===== src/design/hsm_pkg.sv =====
// ---------------------------------------------------------------------------
// hsm_pkg
// Shared types and constants of the hard-sphere move checker.
// ---------------------------------------------------------------------------
`default_nettype none

package hsm_pkg;

    localparam int MAX_PARTICLES = 128;
    localparam int IDX_W         = $clog2(MAX_PARTICLES);
    localparam int CNT_W         = $clog2(MAX_PARTICLES + 1);
    localparam int COORD_W       = 16;
    localparam int CENTRE_W      = 3 * COORD_W;
    localparam int PADDR_W       = 5;
    localparam int PDATA_W       = 32;

    // Item opcodes
    localparam logic [1:0] OP_LOAD    = 2'd0;
    localparam logic [1:0] OP_PROPOSE = 2'd1;
    localparam logic [1:0] OP_READ    = 2'd2;

    // Register indexes (byte address is four times the index)
    localparam logic [2:0] REG_BOX_X   = 3'd0;
    localparam logic [2:0] REG_BOX_Y   = 3'd1;
    localparam logic [2:0] REG_BOX_Z   = 3'd2;
    localparam logic [2:0] REG_CONTACT = 3'd3;
    localparam logic [2:0] REG_STEP    = 3'd4;
    localparam logic [2:0] REG_ACTIVE  = 3'd5;

    // Operand selection of the shared multiplier
    typedef enum logic {
        ALU_STEP   = 1'b0,
        ALU_SQUARE = 1'b1
    } t_alu_mode;

    typedef struct packed {
        logic [1:0]         opcode;
        logic [6:0]         particle;
        logic [15:0]        load_x;
        logic [15:0]        load_y;
        logic [15:0]        load_z;
        logic signed [15:0] frac_x;
        logic signed [15:0] frac_y;
        logic signed [15:0] frac_z;
        logic               sweep_end;
    } t_in_beat;

    typedef struct packed {
        logic        accepted;
        logic [15:0] centre_x;
        logic [15:0] centre_y;
        logic [15:0] centre_z;
        logic [7:0]  sweep_accepts;
    } t_out_beat;

endpackage

`default_nettype wire


===== src/design/hsm_alu.sv =====
// ---------------------------------------------------------------------------
// hsm_alu
// Shared arithmetic unit: one multiplier for step scaling and squaring, the
// periodic wrap of a moved coordinate and the minimum-image distance.
// ---------------------------------------------------------------------------
`default_nettype none

module hsm_alu (
    input  wire hsm_pkg::t_alu_mode i_mode,
    input  wire logic signed [15:0] i_frac,
    input  wire logic [14:0]        i_max_step,
    input  wire logic [15:0]        i_mag,
    input  wire logic [15:0]        i_coord,
    input  wire logic signed [16:0] i_step,
    input  wire logic [15:0]        i_other,
    input  wire logic [15:0]        i_len,
    output logic signed [16:0]      o_step,
    output logic [31:0]             o_sq,
    output logic [15:0]             o_wrap,
    output logic [15:0]             o_image
);

    logic signed [16:0] s_mul_a;
    logic signed [16:0] s_mul_b;
    logic signed [33:0] s_prod;
    logic signed [33:0] s_round;
    logic signed [17:0] s_sum;
    logic signed [17:0] s_len18;
    logic signed [17:0] s_wrapped;
    logic signed [16:0] s_diff;
    logic [16:0]        s_absd;
    logic signed [16:0] s_mirror;

    // Shared multiplier: fraction times step limit, or a distance squared.
    always_comb begin
        if (i_mode == hsm_pkg::ALU_STEP) begin
            s_mul_a = {i_frac[15], i_frac};
            s_mul_b = {2'b00, i_max_step};
        end else begin
            s_mul_a = {1'b0, i_mag};
            s_mul_b = {1'b0, i_mag};
        end
        s_prod  = s_mul_a * s_mul_b;
        s_round = s_prod + 34'sd16384;
    end

    // Round to nearest, ties upwards, by an arithmetic shift.
    assign o_step = s_round[31:15];
    assign o_sq   = s_prod[31:0];

    // Wrap once into the box, then keep the low sixteen bits.
    always_comb begin
        s_sum   = $signed({2'b00, i_coord}) + $signed({i_step[16], i_step});
        s_len18 = $signed({2'b00, i_len});
        if (s_sum >= s_len18) begin
            s_wrapped = s_sum - s_len18;
        end else if (s_sum < 18'sd0) begin
            s_wrapped = s_sum + s_len18;
        end else begin
            s_wrapped = s_sum;
        end
        o_wrap = s_wrapped[15:0];
    end

    // Minimum-image separation magnitude along one axis.
    always_comb begin
        s_diff   = $signed({1'b0, i_coord}) - $signed({1'b0, i_other});
        s_absd   = s_diff[16] ? 17'(-s_diff) : 17'(s_diff);
        s_mirror = $signed({1'b0, i_len}) - $signed(s_absd);
        if ({s_absd, 1'b0} > {2'b00, i_len}) begin
            o_image = s_mirror[16] ? 16'(-s_mirror) : s_mirror[15:0];
        end else begin
            o_image = s_absd[15:0];
        end
    end

endmodule

`default_nettype wire


===== config.mk =====
export PLATFORM = sky130hd
export DESIGN_NAME = hsm_alu
export DESIGN_NICKNAME = d
export VERILOG_FILES = /design/src/design/hsm_pkg.sv /design/src/design/hsm_alu.sv
export SDC_FILE = /design/constraint.sdc
export NUM_CORES = 1
export LEC_CHECK = 0
export BUFFER_PORTS_ARGS = -buffer_cell sky130_fd_sc_hd__buf_2
export CAP_MARGIN = 20
export CORE_MARGIN = 2
export CORE_UTILIZATION = 35
export DETAILED_ROUTE_END_ITERATION = 12
export PLACE_DENSITY_LB_ADDON = 0.3
export SLEW_MARGIN = 20
export SYNTH_ARGS = -nofsm -noshare
export SYNTH_HDL_FRONTEND = slang
export SYNTH_SLANG_ARGS = --single-unit

===== constraint.sdc =====
create_clock -name vclk -period 9.12
set_input_delay 0.456 -clock vclk [all_inputs]
set_output_delay 0.456 -clock vclk [all_outputs]
set_load 0.01 [all_outputs]

* Word level (Yosys, flattened, before mapping) *
Index checks and enable logic that the tools add are counted.

word-level totals
  bits in registers = 0
  bits of input ports = 113

cells by class
  $add $sub $neg = 8
  $mul = 1
  magnitude comparators = 3
  multiplexer cells = 7

operator list
  cell                    number
  $mux 16                 5
  $mux 17                 2
  $add 32x16->32 const B  1
  $mul 17x17->32          1
  $add 17x17->18          1
  $ge 18x17->1            1
  $gt 18x16->1            1
  $lt 18x1->1 const B     1
  $neg 17->17             1
  $sub 16x16->17          1
  $sub 17x17->17          1
  $add 16x16->16          1
  $neg 16->16             1
  $sub 16x16->16          1

* Depth between registers and ports, before layout *
  depth after elaboration = 7
  depth in mapped cells = 29
  depth with buffers taken out = 26

* Worst setup path after synthesis *
No wires, ideal clock.

  kind = input -> output
  start = in i_mode
  end = out o_step[15]
  data arrival time = 7.714 ns
  data required time = 8.664 ns
  setup slack = 0.950 ns
  cell stages on the path = 27
  path buffers = 4
  path through = clkbuf_1 -> clkbuf_1 -> nand2_1 -> o21ai_0 -> clkbuf_1 -> nand2_1 -> fa_1 -> fa_1 -> fa_1 -> inv_1 -> fa_1 -> fa_1 -> inv_1 -> fa_1 -> inv_1 -> ha_1 -> clkbuf_1 -> a21oi_1 -> o21ai_1 -> or3_1 -> o211ai_1 -> or4b_1 -> o311ai_1 -> o211ai_1 -> nor3b_2 -> nand4_1 -> xnor2_1

on the way
  word-level cells in the longest chain between the ends = 3

RTL lines
  what                                RTL line       text
  start, declared                     hsm_alu.sv:9   input wire hsm_pkg::t_alu_mode i_mode,
  $mux 17 or $mux 16 (tied branches)  hsm_alu.sv:36  if (i_mode == hsm_pkg::ALU_STEP) begin
  $mul 17x17->32 *                    hsm_alu.sv:43  s_prod = s_mul_a * s_mul_b;
  via o_sq[19]                        hsm_alu.sv:18  output logic [31:0] o_sq,
  $add 32x16->32 *                    hsm_alu.sv:44  s_round = s_prod + 34'sd16384;
  end, declared                       hsm_alu.sv:17  output logic signed [16:0] o_step,

The timed path passes the listed nets; every way through them passes the cells marked *.

* Worst setup path in the final report *
  start = in i_mode
  end = out o_step[14]

on the way
  word-level cells in the longest chain between the ends = 3

RTL lines
  what                                RTL line
  $mux 17 or $mux 16 (tied branches)  hsm_alu.sv:36
  $mul 17x17->32 *                    hsm_alu.sv:43
  $add 32x16->32 *                    hsm_alu.sv:44

Mark *: on every way between the ends. The rest lies on a longest branch, timed or not.

==> impl_metrics.env <==
export IMPL_min_to="o_wrap[0]"
export IMPL_fin_area_um2=17800
export IMPL_maxCapViolations=0
export IMPL_seqCellArea_um2=0
export IMPL_max_freq_ghz=0.115
export IMPL_status="finished clean"
export IMPL_track_usage_pct=21.3
export IMPL_synth_nets=2590
export IMPL_synth_warnings=0
export IMPL_crit_type="in -> out"
export IMPL_path_max_fanout=51
export IMPL_drive_above_1_share_pct=11.8
export IMPL_synthMostInstantiatedCell="inv_1"
export IMPL_dp_hpwl_mm=43.8
export IMPL_num_rows=78
export IMPL_synth_top_area_cell="fa_1"
export IMPL_fill_cells=4768
export IMPL_setup_ws_ns=0.433
export IMPL_dp_slack_ns=0.0991
export IMPL_syn2layout_area_growth_pct=11.0
export IMPL_slew_headroom_pct=29.0
export IMPL_min_period_over_period_pct=95.2
export IMPL_rsz0062_at_grt="true"
export IMPL_maxSlewViolCount=0
export IMPL_holdCritPathClass="in -> out"
export IMPL_hold_path_startpoint="i_len[0]"
export IMPL_yosysTopAreaCellShare_pct=33.9
export IMPL_yosys_top_cells_count="inv_1 (440), fa_1 (272), nand2_1 (206)"
export IMPL_wl_per_cell_um=17.8
export IMPL_final_setup_viol_count=0
export IMPL_crit_path_end_kind="primary output"
export IMPL_io_buffers=194
export IMPL_cp_required_ns=8.66
export IMPL_hold_buffers=0
export IMPL_worstSetupStartpointType="input pin"
export IMPL_finalHoldViolCount=0
export IMPL_ios=194
export IMPL_ys_types=79
export IMPL_ant_nets=0
export IMPL_drt_total_wl_mm=49.9
export IMPL_core_area_um2=45400
export IMPL_initial_core_util_pct=35.4
export IMPL_syn_cell_area_um2=16100
export IMPL_clock_buffers=0
export IMPL_crit_arrival_ns=8.23
export IMPL_viasPerCell=5.20
export IMPL_netlist_instances=2026
export IMPL_worst_pin_slew_ns=1.06
export IMPL_fin_crit_ns=8.69
export IMPL_antenna_cells=0
export IMPL_antenna_found_initial=0
export IMPL_drt_first_pass_iters=8
export IMPL_place_area_um2=17800
export IMPL_seq_cell_count=0
export IMPL_grt_pass1_wl_mm=80.5
export IMPL_grt_overflow_total=0
export IMPL_netlist_top_cells_area="fa_1 (34%), ha_1 (14%), inv_1 (10%)"
export IMPL_die_h_um=218
export IMPL_vias=14600
export IMPL_gp_congestion=0.943
export IMPL_grt_pass1_vias=15000
export IMPL_grt_max_degree=52
export IMPL_die_area_um2=47600
export IMPL_drc_errors=0
export IMPL_nets=2769
export IMPL_synth_seq_area_share_pct=0
export IMPL_syn_avg_cell_area_um2=7.93
export IMPL_hold_depth=5
export IMPL_drt_iter0_markers=926
export IMPL_chipWidth_um=218
export IMPL_finalSetupTns_ns=0
==> timing repair <==
action | CTS | global route
gates resized for setup | 0 | 6
setup endpoints to repair | 0 | 10
buffers inserted | 0 | 2
==> critical path, cell delays in order <==
cell and delay [ns]:
buf_4 0.39, buf_4 0.29, mux2i_1 0.41, nor2_1 0.13
fa_1 0.50, inv_1 0.05, fa_1 0.40, fa_1 0.55
inv_1 0.05, fa_1 0.45, fa_1 0.53, inv_1 0.05
fa_1 0.47, inv_1 0.04, ha_1 0.31, a21oi_1 0.15
o21ai_1 0.12, or3_1 0.34, o211ai_1 0.55, or4b_1 0.51
o311ai_1 0.21, o211ai_1 0.30, nor3_2 0.44, nand3_1 0.15
xnor2_1 0.20, buf_2 0.16
==> cells in the final DEF, fill, tap and decap left out, types with 27 or more instances in the layout <==
cell	n
a21o_1	27
o21a_1	42
fa_1	272
buf_4	39
buf_2	193
nor2_1	165
ha_1	179
a21oi_1	84
xnor2_1	88
o21ai_0	53
nand2_1	206
inv_1	440
==> worst max-delay path by stage <==
stage           start    endpoint
5_1_grt        i_mode  o_step[15]
3_5_place_dp   i_mode  o_step[14]
2_1_floorplan  i_mode  o_step[15]
4_1_cts        i_mode  o_step[14]
3_3_place_gp   i_mode  o_step[15]
6_report       i_mode  o_step[14]
==> per-stage QoR <==
stage | utilization, % | hold WS [ns] | instances
floorplan | - | 1.18 | 2026
global placement | 39.2 | 1.45 | 2801
detailed placement | 39.2 | 1.46 | 2801
CTS | 39.2 | 1.47 | 2801
global route | 39.3 | 1.49 | 2803
finish | 39.3 | 1.46 | 2803
==> cells by family after synthesis <==
logic type,after synthesis,synth area share [%]
and+or+nand+nor,548,15.6
buffers and inverters,495,11.8
AOI/OAI and AO/OA,385,16.4
xor gates and xnor gates,114,6.22
muxes,33,2.11
adders and majority gates,451,47.8
==> routing by layer <==
layer  GRT usage, %  vias up  wire [µm]
li1               -     6893          -
met1           28.9     7207      22000
met2           37.0      417      24400
met3           1.07       67       2150
met4           5.24        0       1410
met5              0        -          0
==> final cells by class <==
cell class / instances / area (µm²) / share of cell area [%]
inverters: 440 / 1650 / 9.26
well taps: 600 / 751 / 4.21
repair buffers: 232 / 1260 / 7.06
multi-input cells: 1531 / 14200 / 79.5
Power is not shown: default switching activity piles up to over one toggle a cycle in this logic, so the estimate is an artifact.
